$ cat src/design/awbs_pkg.sv
// ---------------------------------------------------------------------------
// awbs_pkg
// Shared types and constants for the AWB statistics block screen: grid size,
// divider and multiplier step counts, configuration register indexes, and
// the command/status words between controller and datapath.
// ---------------------------------------------------------------------------
package awbs_pkg;

  // Grid geometry
  localparam int unsigned GridCols    = 32;
  localparam int unsigned GridRowsMax = 64;
  localparam int unsigned PosW        = 6;

  // Field widths
  localparam int unsigned SumW   = 32;
  localparam int unsigned GainW  = 16;
  localparam int unsigned RatioW = 24;
  localparam int unsigned QuotW  = 48;   // full quotient of (sum << 16) / green
  localparam int unsigned FracW  = 16;
  localparam int unsigned GainFracW = 12;

  // Multiplier split: 36 usable quotient bits in two 18-bit halves
  localparam int unsigned HalfW  = 18;
  localparam int unsigned ProdW  = HalfW + GainW;
  localparam int unsigned SumPW  = 2 * HalfW + GainW;

  // Sequencer step counts
  localparam int unsigned DivSteps = QuotW;
  localparam int unsigned MulSteps = 4;
  localparam int unsigned CntW     = 6;
  localparam int unsigned MulSelW  = 2;

  // Configuration port
  localparam int unsigned CfgIdxW = 4;
  localparam logic [CfgIdxW-1:0] CfgUpperRed   = 4'd0;
  localparam logic [CfgIdxW-1:0] CfgUpperGreen = 4'd1;
  localparam logic [CfgIdxW-1:0] CfgUpperBlue  = 4'd2;
  localparam logic [CfgIdxW-1:0] CfgLowerRed   = 4'd3;
  localparam logic [CfgIdxW-1:0] CfgLowerGreen = 4'd4;
  localparam logic [CfgIdxW-1:0] CfgLowerBlue  = 4'd5;
  localparam logic [CfgIdxW-1:0] CfgGainRg     = 4'd6;
  localparam logic [CfgIdxW-1:0] CfgGainBg     = 4'd7;

  localparam logic [GainW-1:0] GainUnit = 16'd4096;

  typedef struct packed {
    logic [SumW-1:0]  upper_red;
    logic [SumW-1:0]  upper_green;
    logic [SumW-1:0]  upper_blue;
    logic [SumW-1:0]  lower_red;
    logic [SumW-1:0]  lower_green;
    logic [SumW-1:0]  lower_blue;
    logic [GainW-1:0] gain_rg;
    logic [GainW-1:0] gain_bg;
  } cfg_t;

  // Controller to datapath
  typedef struct packed {
    logic               load;      // capture an accepted word, advance position
    logic               div_step;  // one quotient bit for both ratios
    logic               mul_step;  // one partial product
    logic [MulSelW-1:0] mul_sel;   // which partial product
    logic               out_load;  // move the finished result to the output
  } cmd_t;

  // Datapath to controller
  typedef struct packed {
    logic keep;      // word on the input passes all thresholds
    logic out_free;  // output register can take a result this cycle
  } sts_t;

endpackage

$ cat src/design/awbs_ctrl.sv
// ---------------------------------------------------------------------------
// awbs_ctrl
// Sequencer for one block at a time: accept, and for a kept block 48 divider
// steps, four partial products, then hand the result to the output register.
// ---------------------------------------------------------------------------
module awbs_ctrl (
  input  logic          clk_i,
  input  logic          rst_ni,
  input  logic          in_valid_i,
  output logic          in_stall_o,
  input  awbs_pkg::sts_t sts_i,
  output awbs_pkg::cmd_t cmd_o
);
  import awbs_pkg::*;

  localparam logic [1:0] StIdle = 2'd0;
  localparam logic [1:0] StDiv  = 2'd1;
  localparam logic [1:0] StMul  = 2'd2;
  localparam logic [1:0] StOut  = 2'd3;

  logic [1:0]      state_q, state_d;
  logic [CntW-1:0] cnt_q, cnt_d;

  // Next state and commands
  always_comb begin
    state_d       = state_q;
    cnt_d         = cnt_q;
    cmd_o         = '0;
    in_stall_o    = 1'b1;
    case (state_q)
      StIdle: begin
        in_stall_o = 1'b0;
        cmd_o.load = in_valid_i;
        if (in_valid_i && sts_i.keep) begin
          state_d = StDiv;
          cnt_d   = '0;
        end
      end
      StDiv: begin
        cmd_o.div_step = 1'b1;
        if (cnt_q == CntW'(DivSteps - 1)) begin
          state_d = StMul;
          cnt_d   = '0;
        end else begin
          cnt_d = cnt_q + 1'b1;
        end
      end
      StMul: begin
        cmd_o.mul_step = 1'b1;
        cmd_o.mul_sel  = cnt_q[MulSelW-1:0];
        if (cnt_q == CntW'(MulSteps - 1)) begin
          state_d = StOut;
          cnt_d   = '0;
        end else begin
          cnt_d = cnt_q + 1'b1;
        end
      end
      StOut: begin
        if (sts_i.out_free) begin
          cmd_o.out_load = 1'b1;
          state_d        = StIdle;
        end
      end
      default: begin
        state_d = StIdle;
      end
    endcase
  end

  // State registers
  always_ff @(posedge clk_i or negedge rst_ni) begin
    if (!rst_ni) begin
      state_q <= StIdle;
      cnt_q   <= '0;
    end else begin
      state_q <= state_d;
      cnt_q   <= cnt_d;
    end
  end

endmodule

$ cat src/design/awbs_dpath.sv
// ---------------------------------------------------------------------------
// awbs_dpath
// Datapath: threshold screen, grid position, two bit-serial dividers sharing
// the green denominator, one shared 18x16 multiplier, and the output register.
// ---------------------------------------------------------------------------
module awbs_dpath (
  input  logic                                clk_i,
  input  logic                                rst_ni,
  input  awbs_pkg::cfg_t                      cfg_i,
  input  logic [awbs_pkg::SumW-1:0]           red_sum_i,
  input  logic [awbs_pkg::SumW-1:0]           green_sum_i,
  input  logic [awbs_pkg::SumW-1:0]           blue_sum_i,
  input  logic [awbs_pkg::SumW-1:0]           luma_level_i,
  input  logic                                frame_last_i,
  input  awbs_pkg::cmd_t                      cmd_i,
  output awbs_pkg::sts_t                      sts_o,
  input  logic                                out_stall_i,
  output logic                                out_valid_o,
  output logic [awbs_pkg::PosW-1:0]           grid_row_o,
  output logic [awbs_pkg::PosW-1:0]           grid_col_o,
  output logic [awbs_pkg::RatioW-1:0]         ratio_rg_o,
  output logic [awbs_pkg::RatioW-1:0]         ratio_bg_o,
  output logic [awbs_pkg::RatioW-1:0]         corrected_rg_o,
  output logic [awbs_pkg::RatioW-1:0]         corrected_bg_o,
  output logic [awbs_pkg::SumW-1:0]           luma_out_o
);
  import awbs_pkg::*;

  localparam logic [RatioW-1:0] Sat = {RatioW{1'b1}};

  // Grid position
  logic [PosW-1:0] row_q, col_q;
  logic [PosW-1:0] pos_row_q, pos_col_q;

  // Divider state
  logic [SumW-1:0]  den_q;
  logic [SumW-1:0]  rem_r_q, rem_b_q;
  logic [QuotW-1:0] dq_r_q, dq_b_q;
  logic [SumW-1:0]  luma_q;

  // Partial products: red low, red high, blue low, blue high
  logic [ProdW-1:0] prod_q [MulSteps];

  // Output register
  logic             out_valid_q;
  logic [PosW-1:0]  grid_row_q, grid_col_q;
  logic [RatioW-1:0] ratio_rg_q, ratio_bg_q, corr_rg_q, corr_bg_q;
  logic [SumW-1:0]  luma_out_q;

  // Screen the incoming word against the thresholds
  always_comb begin
    sts_o.keep = (red_sum_i   >= cfg_i.lower_red)   && (red_sum_i   <= cfg_i.upper_red)   &&
                 (green_sum_i >= cfg_i.lower_green) && (green_sum_i <= cfg_i.upper_green) &&
                 (blue_sum_i  >= cfg_i.lower_blue)  && (blue_sum_i  <= cfg_i.upper_blue);
    sts_o.out_free = !out_valid_q || !out_stall_i;
  end

  // Advance the grid position for every accepted word
  always_ff @(posedge clk_i or negedge rst_ni) begin
    if (!rst_ni) begin
      row_q <= '0;
      col_q <= '0;
    end else if (cmd_i.load) begin
      if (frame_last_i) begin
        row_q <= '0;
        col_q <= '0;
      end else if (col_q == PosW'(GridCols - 1)) begin
        col_q <= '0;
        row_q <= (row_q == PosW'(GridRowsMax - 1)) ? '0 : row_q + 1'b1;
      end else begin
        col_q <= col_q + 1'b1;
      end
    end
  end

  // One restoring-division step for each ratio
  logic [SumW:0]   rsh_r, rsh_b;
  logic            ge_r, ge_b;
  logic [SumW:0]   rsub_r, rsub_b;

  always_comb begin
    rsh_r  = {rem_r_q, dq_r_q[QuotW-1]};
    rsh_b  = {rem_b_q, dq_b_q[QuotW-1]};
    ge_r   = rsh_r >= {1'b0, den_q};
    ge_b   = rsh_b >= {1'b0, den_q};
    rsub_r = rsh_r - {1'b0, den_q};
    rsub_b = rsh_b - {1'b0, den_q};
  end

  // Shared multiplier: pick a quotient half and its gain
  logic [HalfW-1:0] mul_a;
  logic [GainW-1:0] mul_b;
  logic [ProdW-1:0] mul_p;

  always_comb begin
    case (cmd_i.mul_sel)
      2'd0:    begin mul_a = dq_r_q[HalfW-1:0];       mul_b = cfg_i.gain_rg; end
      2'd1:    begin mul_a = dq_r_q[2*HalfW-1:HalfW]; mul_b = cfg_i.gain_rg; end
      2'd2:    begin mul_a = dq_b_q[HalfW-1:0];       mul_b = cfg_i.gain_bg; end
      default: begin mul_a = dq_b_q[2*HalfW-1:HalfW]; mul_b = cfg_i.gain_bg; end
    endcase
    mul_p = ProdW'(mul_a) * ProdW'(mul_b);
  end

  // Capture, divide and multiply
  always_ff @(posedge clk_i) begin
    if (cmd_i.load) begin
      den_q     <= green_sum_i;
      rem_r_q   <= '0;
      rem_b_q   <= '0;
      dq_r_q    <= {red_sum_i, {FracW{1'b0}}};
      dq_b_q    <= {blue_sum_i, {FracW{1'b0}}};
      luma_q    <= luma_level_i;
      pos_row_q <= row_q;
      pos_col_q <= col_q;
    end else if (cmd_i.div_step) begin
      rem_r_q <= ge_r ? rsub_r[SumW-1:0] : rsh_r[SumW-1:0];
      rem_b_q <= ge_b ? rsub_b[SumW-1:0] : rsh_b[SumW-1:0];
      dq_r_q  <= {dq_r_q[QuotW-2:0], ge_r};
      dq_b_q  <= {dq_b_q[QuotW-2:0], ge_b};
    end
    if (cmd_i.mul_step) begin
      prod_q[cmd_i.mul_sel] <= mul_p;
    end
  end

  // Assemble ratios and corrected values with saturation
  logic             den_zero;
  logic [SumPW-1:0] sum_r, sum_b;
  logic             big_r, big_b;
  logic [RatioW-1:0] ratio_rg_d, ratio_bg_d, corr_rg_d, corr_bg_d;

  always_comb begin
    den_zero = (den_q == '0);
    sum_r = {prod_q[1], {HalfW{1'b0}}} + SumPW'(prod_q[0]);
    sum_b = {prod_q[3], {HalfW{1'b0}}} + SumPW'(prod_q[2]);
    // Quotient of 2^36 or more with any nonzero gain always saturates
    big_r = (dq_r_q[QuotW-1:2*HalfW] != '0) && (cfg_i.gain_rg != '0);
    big_b = (dq_b_q[QuotW-1:2*HalfW] != '0) && (cfg_i.gain_bg != '0);

    ratio_rg_d = (den_zero || dq_r_q[QuotW-1:RatioW] != '0) ? Sat : dq_r_q[RatioW-1:0];
    ratio_bg_d = (den_zero || dq_b_q[QuotW-1:RatioW] != '0) ? Sat : dq_b_q[RatioW-1:0];
    corr_rg_d  = (den_zero || big_r || sum_r[SumPW-1:RatioW+GainFracW] != '0) ?
                 Sat : sum_r[RatioW+GainFracW-1:GainFracW];
    corr_bg_d  = (den_zero || big_b || sum_b[SumPW-1:RatioW+GainFracW] != '0) ?
                 Sat : sum_b[RatioW+GainFracW-1:GainFracW];
  end

  // Output valid
  always_ff @(posedge clk_i or negedge rst_ni) begin
    if (!rst_ni) begin
      out_valid_q <= 1'b0;
    end else if (cmd_i.out_load) begin
      out_valid_q <= 1'b1;
    end else if (!out_stall_i) begin
      out_valid_q <= 1'b0;
    end
  end

  // Output payload
  always_ff @(posedge clk_i) begin
    if (cmd_i.out_load) begin
      grid_row_q <= pos_row_q;
      grid_col_q <= pos_col_q;
      ratio_rg_q <= ratio_rg_d;
      ratio_bg_q <= ratio_bg_d;
      corr_rg_q  <= corr_rg_d;
      corr_bg_q  <= corr_bg_d;
      luma_out_q <= luma_q;
    end
  end

  assign out_valid_o    = out_valid_q;
  assign grid_row_o     = grid_row_q;
  assign grid_col_o     = grid_col_q;
  assign ratio_rg_o     = ratio_rg_q;
  assign ratio_bg_o     = ratio_bg_q;
  assign corrected_rg_o = corr_rg_q;
  assign corrected_bg_o = corr_bg_q;
  assign luma_out_o     = luma_out_q;

endmodule

$ cat src/design/awb_stats_block_screen_top.sv
// ---------------------------------------------------------------------------
// awb_stats_block_screen_top
// AWB grey-world statistics block screen: drops blocks outside the channel
// thresholds and reports R/G, B/G and gain-corrected ratios of kept blocks.
//
//   channel  handshake                 payload
//   -------  ------------------------  --------------------------------------
//   in       in_valid_i / in_stall_o   red/green/blue sums, luma, frame_last
//   out      out_valid_o / out_stall_i grid position, ratios, corrected, luma
//   cfg      cfg_valid_i / cfg_ready_o cfg_index_i, cfg_data_i
//
// A dropped block is only accepted. A kept block is accepted, then stalls the input
// through the bit-serial dividers (one quotient bit per cycle, both ratios in
// parallel), the shared 18x16 multiplier and the load of the output register.
// Reset clears the grid position and loads the register defaults.
// A result waiting in the output register does not block the next block;
// only the load of a further result waits for the output to drain.
// ---------------------------------------------------------------------------
module awb_stats_block_screen_top (
  input  logic                              clk_i,
  input  logic                              rst_ni,
  // Input words
  input  logic                              in_valid_i,
  output logic                              in_stall_o,
  input  logic [awbs_pkg::SumW-1:0]         red_sum_i,
  input  logic [awbs_pkg::SumW-1:0]         green_sum_i,
  input  logic [awbs_pkg::SumW-1:0]         blue_sum_i,
  input  logic [awbs_pkg::SumW-1:0]         luma_level_i,
  input  logic                              frame_last_i,
  // Result words
  output logic                              out_valid_o,
  input  logic                              out_stall_i,
  output logic [awbs_pkg::PosW-1:0]         grid_row_o,
  output logic [awbs_pkg::PosW-1:0]         grid_col_o,
  output logic [awbs_pkg::RatioW-1:0]       ratio_rg_o,
  output logic [awbs_pkg::RatioW-1:0]       ratio_bg_o,
  output logic [awbs_pkg::RatioW-1:0]       corrected_rg_o,
  output logic [awbs_pkg::RatioW-1:0]       corrected_bg_o,
  output logic [awbs_pkg::SumW-1:0]         luma_out_o,
  // Register writes
  input  logic                              cfg_valid_i,
  output logic                              cfg_ready_o,
  input  logic [awbs_pkg::CfgIdxW-1:0]      cfg_index_i,
  input  logic [awbs_pkg::SumW-1:0]         cfg_data_i
);
  import awbs_pkg::*;

  cfg_t cfg_q;
  cmd_t cmd;
  sts_t sts;

  assign cfg_ready_o = 1'b1;

  // Configuration registers
  always_ff @(posedge clk_i or negedge rst_ni) begin
    if (!rst_ni) begin
      cfg_q.upper_red   <= '1;
      cfg_q.upper_green <= '1;
      cfg_q.upper_blue  <= '1;
      cfg_q.lower_red   <= '0;
      cfg_q.lower_green <= '0;
      cfg_q.lower_blue  <= '0;
      cfg_q.gain_rg     <= GainUnit;
      cfg_q.gain_bg     <= GainUnit;
    end else if (cfg_valid_i && cfg_ready_o) begin
      case (cfg_index_i)
        CfgUpperRed:   cfg_q.upper_red   <= cfg_data_i;
        CfgUpperGreen: cfg_q.upper_green <= cfg_data_i;
        CfgUpperBlue:  cfg_q.upper_blue  <= cfg_data_i;
        CfgLowerRed:   cfg_q.lower_red   <= cfg_data_i;
        CfgLowerGreen: cfg_q.lower_green <= cfg_data_i;
        CfgLowerBlue:  cfg_q.lower_blue  <= cfg_data_i;
        CfgGainRg:     cfg_q.gain_rg     <= cfg_data_i[GainW-1:0];
        CfgGainBg:     cfg_q.gain_bg     <= cfg_data_i[GainW-1:0];
        default: ;
      endcase
    end
  end

  awbs_ctrl u_ctrl (
    .clk_i      (clk_i),
    .rst_ni     (rst_ni),
    .in_valid_i (in_valid_i),
    .in_stall_o (in_stall_o),
    .sts_i      (sts),
    .cmd_o      (cmd)
  );

  awbs_dpath u_dpath (
    .clk_i          (clk_i),
    .rst_ni         (rst_ni),
    .cfg_i          (cfg_q),
    .red_sum_i      (red_sum_i),
    .green_sum_i    (green_sum_i),
    .blue_sum_i     (blue_sum_i),
    .luma_level_i   (luma_level_i),
    .frame_last_i   (frame_last_i),
    .cmd_i          (cmd),
    .sts_o          (sts),
    .out_stall_i    (out_stall_i),
    .out_valid_o    (out_valid_o),
    .grid_row_o     (grid_row_o),
    .grid_col_o     (grid_col_o),
    .ratio_rg_o     (ratio_rg_o),
    .ratio_bg_o     (ratio_bg_o),
    .corrected_rg_o (corrected_rg_o),
    .corrected_bg_o (corrected_bg_o),
    .luma_out_o     (luma_out_o)
  );

  // A capture only happens on an accepted input word
  a_load_on_accept: assert property (@(posedge clk_i) disable iff (!rst_ni)
    cmd.load |-> (in_valid_i && !in_stall_o))
    else $error("capture without an accepted input word");

  // A kept block makes the input stall while it is worked on
  a_kept_stalls: assert property (@(posedge clk_i) disable iff (!rst_ni)
    (in_valid_i && !in_stall_o && sts.keep) |=> in_stall_o)
    else $error("input not stalled after a kept block");

  // A new result appears only after a load from the sequencer
  a_out_from_load: assert property (@(posedge clk_i) disable iff (!rst_ni)
    $rose(out_valid_o) |-> $past(cmd.out_load))
    else $error("result valid without a load");

  // Never overwrite a result that is still stalled
  a_no_overwrite: assert property (@(posedge clk_i) disable iff (!rst_ni)
    cmd.out_load |-> (!out_valid_o || !out_stall_i))
    else $error("result overwritten while stalled");

endmodule

$ cat config.mk
export PLATFORM = sky130hd
export DESIGN_NAME = awb_stats_block_screen_top
export DESIGN_NICKNAME = d
export VERILOG_FILES = /design/src/design/awbs_pkg.sv /design/src/design/awbs_ctrl.sv /design/src/design/awbs_dpath.sv /design/src/design/awb_stats_block_screen_top.sv
export SDC_FILE = /design/constraint.sdc
export NUM_CORES = 2
export LEC_CHECK = 0
export BUFFER_PORTS_ARGS = -buffer_cell sky130_fd_sc_hd__buf_2
export CORE_ASPECT_RATIO = 0.7
export CORE_MARGIN = 3
export CORE_UTILIZATION = 45
export CTS_CLUSTER_DIAMETER = 200
export DETAILED_ROUTE_END_ITERATION = 6
export GPL_ROUTABILITY_DRIVEN = 0
export PLACE_DENSITY = 0.74
export SLEW_MARGIN = 20
export SYNTH_ARGS = -nofsm -noshare
export SYNTH_HDL_FRONTEND = slang
export SYNTH_SLANG_ARGS = --single-unit
$ cat constraint.sdc
create_clock -name clk_i -period 11.92 [get_ports clk_i]
set_input_delay 0.596 -clock clk_i [delete_from_list [all_inputs] [get_ports clk_i]]
set_output_delay 0.596 -clock clk_i [all_outputs]
set_load 0.005 [all_outputs]
Yosys cells after proc, flatten, opt, wreduce, memory -nomap -nowiden
Memory sizes are Yosys's and may differ from the RTL's. Index checks and enable logic that the tools add are counted.

Register bits: 621. RAM bits: 136. Input bits: 170. Output and inout port bits: 143. Logic and storage cells: 144. Memories kept: 1.

Memories: u_dpath.prod_q (depth 4, width 34, rd ports 4, clocked after Yosys merged registers in 0, wr ports 1, RTL line awbs_dpath.sv:42) `logic [ProdW-1:0] prod_q [MulSteps];`.

Add/subtract/negate cells: 7. Multipliers: 1. Magnitude comparators: 8. Equality and inequality tests: 21. Mux-type cells: 32. Reductions and logical operators: 44.

Operators by type and width (count): $mux W48 (4); $add A52 B34 Y52 (2); $ge A32 B32 Y1 (3); $le A32 B32 Y1 (3); $ge A33 B32 Y1 (2); $mux W32 (2); $reduce_bool A16 Y1 (4); $sub A32 B32 Y32 (2); $pmux W18 S3 (1); $mux W6 (8); $reduce_bool A24 Y1 (2); $mul A18 B16 Y34 (1); $logic_not A32 Y1 (1); $reduce_bool A12 Y1 (2); $reduce_and A2 Y1 (10); $add A6 B1 Y6 const B (3); $pmux W6 S3 (1); $eq A4 B3 Y1 const B (4); $mux W16 (1); $eq A6 B6 Y1 const B (2); $mux W1 (9); $eq A4 B2 Y1 const B (2); $logic_and A1 B1 Y1 (8); $mux W2 (4); 17 further kinds (32).

Logic depth before layout (Yosys ltp)
Word-level depth: 9. Depth in mapped cells: 30.

By module
From an unflattened synthesis, not the netlist that was laid out.

Cells, all modules: 4475. Area, all modules: 47949.7 um^2.

Modules (own cells, without submodules): awbs_dpath (instances 1, cells each 3931, area an instance 38758.4 um^2, sequential area each 14018.4 um^2); awb_stats_block_screen_top (instances 1, cells each 486, area an instance 8629.5 um^2, sequential area each 5728.0 um^2); awbs_ctrl (instances 1, cells each 58, area an instance 561.8 um^2, sequential area each 200.2 um^2).

Worst setup path before layout
Ideal clock, no wire load.

Kind: input-to-reg. Start: input out_stall_i. End: register u_dpath.corr_bg_q[0], in the netlist u_dpath.corrected_bg_o[0], enable pin. Data arrival time: 10.708 ns. Slack: 0.361 ns. Stages on the path: 1. Buffers on the path: 0. Cell sequence: a21boi_0.

Cells in the longest elaborated chain, start to end: 4.

RTL lines: from (decl) (RTL line awb_stats_block_screen_top.sv:32) `input logic out_stall_i,`; $logic_not A1 Y1 (RTL line awbs_dpath.sv:55) `sts_o.out_free = !out_valid_q || !out_stall_i;`; $logic_or A1 B1 Y1 (RTL line awbs_dpath.sv:55); $mux W1 (RTL line awbs_ctrl.sv:59) `if (sts_i.out_free) begin`; $mux W1 (RTL line awbs_ctrl.sv:30) `case (state_q)`; to (signal assigned) (RTL line awbs_dpath.sv:168) `corr_bg_q <= corr_bg_d;`; to (decl) (RTL line awbs_dpath.sv:47) `logic [RatioW-1:0] ratio_rg_q, ratio_bg_q, corr_rg_q, corr_bg_q;`.

Every way passes these cells. A chain may end at the register's enable or synchronous reset.

Worst setup path after layout
Start: register u_ctrl.state_q[0]. End: memory u_dpath.prod_q[0][25] in the netlist's numbering, data pin.

Cells in the longest elaborated chain, start to end: 6. Elaborated cells between the ends (all ways): 9. Those cells by class: 1 x mul; 3 x eq/ne; 3 x mux; 2 x reduce/logical.

RTL lines: from (decl) (RTL line awbs_ctrl.sv:21) `logic [1:0] state_q, state_d;`; from (signal assigned) (RTL line awbs_ctrl.sv:73) `state_q <= StIdle;`; from (signal assigned) (RTL line awbs_ctrl.sv:76) `state_q <= state_d;`; $eq A2 B2 Y1 (*) (RTL line awbs_ctrl.sv:30); $mux W3 (*) (RTL line awbs_ctrl.sv:30); $eq A2 B1 Y1 / $logic_not A2 Y1 (equally long branches) (RTL line awbs_dpath.sv:96) `case (cmd_i.mul_sel)`; $reduce_or A2 Y1 (no line); $mux W16 (RTL line awbs_dpath.sv:96); $mul A18 B16 Y34 (*) (RTL line awbs_dpath.sv:102) `mul_p = ProdW'(mul_a) * ProdW'(mul_b);`; via u_dpath.mul_p[25] (RTL line awbs_dpath.sv:93) `logic [ProdW-1:0] mul_p;`; to (decl) (RTL line awbs_dpath.sv:42).

The timed path passes the listed nets; every way through them passes the cells marked *.

==> metrics <==
crit-path max FO 38; simple-gate portion of the synthesized area 13.33%; Worst Hold Slack around 24 ps; Max clock buf depth 3; EDFF count, synth just under 400; WL per Instance 21.26 um; Clock Latency Late Sink roughly 700 ps; # nets final between 5,000 and 6,000; Syn Nets between 5,000 and 6,000; Starting Density between 40% and 50%; Synth Area in Adders 20.11%; number of global-route vias before repair 35,190; pin count of the biggest net entering global routing 126; WL met1 between 50 and 60 mm; Site Rows between 90 and 100; total gr overflow 0; vias per cell between 5 and 6; placed inst area 50,630 sq um; CP Launch Type flop; worst-margin pin slew ~1100 ps; Chip Height between 200 and 300 um; Post-Synth XOR/XNOR Area 1.954%; Reg2Reg Capture Point u_dpath.prod_q[0][25]; Final HPWL DP about 100 mm; status complete, no violations; most used cell, CP fa_1; max incr delay on CP 770 ps; CP Class reg -> reg; Distinct cells, synth between 80 and 90; H-tree levels 3; # clock sinks 733; fin crit share 70.33%; compound-cell area share of the yosys netlist a little over a tenth; synth top area cells edfxtp_1 25%, ha_1 11%, fa_1 9.5%; Worst EP required approximately 12,000 ps; CTS resizes 0; register area share after synthesis between 40% and 50%; cts hold-fix bufs 0; mux cell area share after synthesis 6.714%; Core Area approximately 100,000 sq um; initial antenna violation count 19; post-route clock skew 66.16 ps; FF-to-FF setup slack approximately 3500 ps; Yosys warnings 0; worst r2r src u_ctrl.state_q[0]; CP max stage cell a22oi_1; Die Area roughly 110,000 sq um; Yosys top cell by area edfxtp_1; async set-or-reset flop fraction in the synthesized netlist approximately 33%; synthesized area 47,510 sq um; synthesized area per cell 10.44 sq um; routed length on met2 56.28 mm; CP endpoint kind flop; Hold Crit Class in -> async; post-CTS setup repair buffer count 0; Routed Wire Length around 130 mm; Worst Slack Setup Final between 3000 and 4000 ps; arrival time at the worst endpoint slightly below 9000 ps; via count between 30,000 and 40,000; Chip Width between 300 and 400 um; area share of the largest cell type after synthesis between 20% and 30%; DRT Pass-1 Iters 6; fin area roughly 53,000 sq um; met3 wire length around 15 mm; DRC Markers 0; TNS Setup 0 ps; Synth Instances approximately 4,600; Num CTS Buffers 76; GRT Total Usage roughly 24%; Reg2Reg Depth 27; post-route ant nets 0; Tmin final around 8400 ps; Layout area overhead 12.23%; global-route wire length before repair roughly 210 mm; Slew HR about a quarter; CTS root buffer clkbuf_16; share of layout cells above drive strength 1 roughly 17%; crit path capture u_dpath.prod_q[0][25]; final hold vios 0; Setup crit start u_ctrl.state_q[0]; Seq cells post-synth between 700 and 800; Top FF cell, synth edfxtp_1; main combinational cell family by area after synthesis adder cells; max cap viols 0; # IOs 313; clk slew on worst S/H paths 70 ps; Port Buf Inserts approximately 310; DR top layer met4; Max Slew Vio Count 0; DP Worst Slack around 3500 ps; final setup fails 0; Max Clk Rate between 100 and 150 MHz; Initial DRC Count roughly 3,700; CTS tree built; unrepaired setup endpoints after global routing false
[final cells by class]
class	instances	area, sq um
Antenna cell	17	42.54
Clock buffer	107	2113
Clock inverter	34	478.0
Fill cell	9143	51110
Inverter	514	1934
Multi-Input combinational cell	3152	25100
Sequential cell	733	19950
Tap cell	1414	1769
Timing Repair Buffer	357	1929
[how the worst min path moves through the flow]
stage / start / end / slack, ps
2_1_floorplan: rst_ni / cfg_q[0] / 300
3_3_place_gp: u_dpath.luma_q[9] / u_dpath.luma_out_o[9] / 400
3_5_place_dp: u_dpath.pos_col_q[3] / u_dpath.grid_col_o[3] / 400
4_1_cts: luma_level_i[22] / u_dpath.luma_q[22] / 40
5_1_grt: luma_level_i[23] / u_dpath.luma_q[23] / 60
6_report: rst_ni / cfg_q[99] / 20
[critical path: cells and delay by family (launching register included)]
family | cells | cell delay, ps
AND/OR/NAND/NOR | 2 | 380
AO/OA/AOI/OAI | 9 | 2570
flip-flops | 1 | 440
adder cells (fa/ha/maj) | 8 | 3630
buffers and inverters | 7 | 860
XOR/XNOR | 1 | 200
[routing by layer]
layer	vias up	global-route usage (%)
met5	-	0
met4	0	7.694
met3	251	6.251
met2	1739	34.96
met1	17760	35.60
li1	16510	-
[synth_stat cells, types with 12 or more instances]
cell type and number:
dfstp_2 98, dfrtp_1 147, o21bai_1 13, nand4_1 58, nand3_1 164, mux2i_1 106
nor4_1 43, dfxtp_1 96, o21ai_0 233, nor3_1 42, nor2_1 254, clkbuf_1 124
a22o_1 15, or2_2 64, a21o_1 87, nor2b_1 38, and2_1 22, xnor2_1 67
edfxtp_1 392, a211oi_1 29, a22oi_1 17, o21a_1 29, fa_1 226, a21oi_1 191
o22ai_1 15, and3_1 32, inv_1 514, mux2_2 189, nand2b_1 37, xor2_1 39
or3_1 19, a31oi_1 17, buf_2 12, ha_1 402, nand2_1 501, nand3b_1 20
o211ai_1 26
[per-stage QoR]
step                      util, %  cells
after floorplan                 -   4550
after global placement      48.48   6165
after detailed placement    48.49   6166
after CTS                   50.97   6307
after global routing        51.06   6327
final                       51.06   6328
[placed cells by master, fill, tap and decap left out, types with 38 or more instances in the layout]
cell type	instances
fa_1	226
clkbuf_16	79
xnor2_1	67
dfrtp_1	147
mux2_2	189
mux2i_1	106
a21oi_1	191
nor3_1	42
buf_4	42
inv_1	512
ha_1	401
a21o_1	87
nor2b_1	38
o21ai_0	232
dfxtp_1	96
dfstp_2	98
nand3_1	164
nand4_1	58
edfxtp_1	392
or2_2	64
nor2_1	253
xor2_1	39
buf_2	311
nor4_1	43
nand2_1	499
[registers in the layout, summed over array words and instances, names as in the netlist, 48 cells and up]
signal and cells:
u_dpath.dq_b_q 48, u_dpath.prod_q 112, u_dpath.dq_r_q 48, cfg_q 224
[cell families after synthesis]
| logic type | Yosys count |
|---|---|
| other | 1 |
| adder cells (fa/ha/maj) | 628 |
| multiplexers | 295 |
| XOR/XNOR | 106 |
| buffers and inverters | 665 |
| AND/OR/NAND/NOR | 1334 |
| flip-flops | 733 |
| AO/OA/AOI/OAI | 788 |
Power is not shown: default switching activity piles up to over one toggle a cycle in this logic, so the estimate is an artifact.
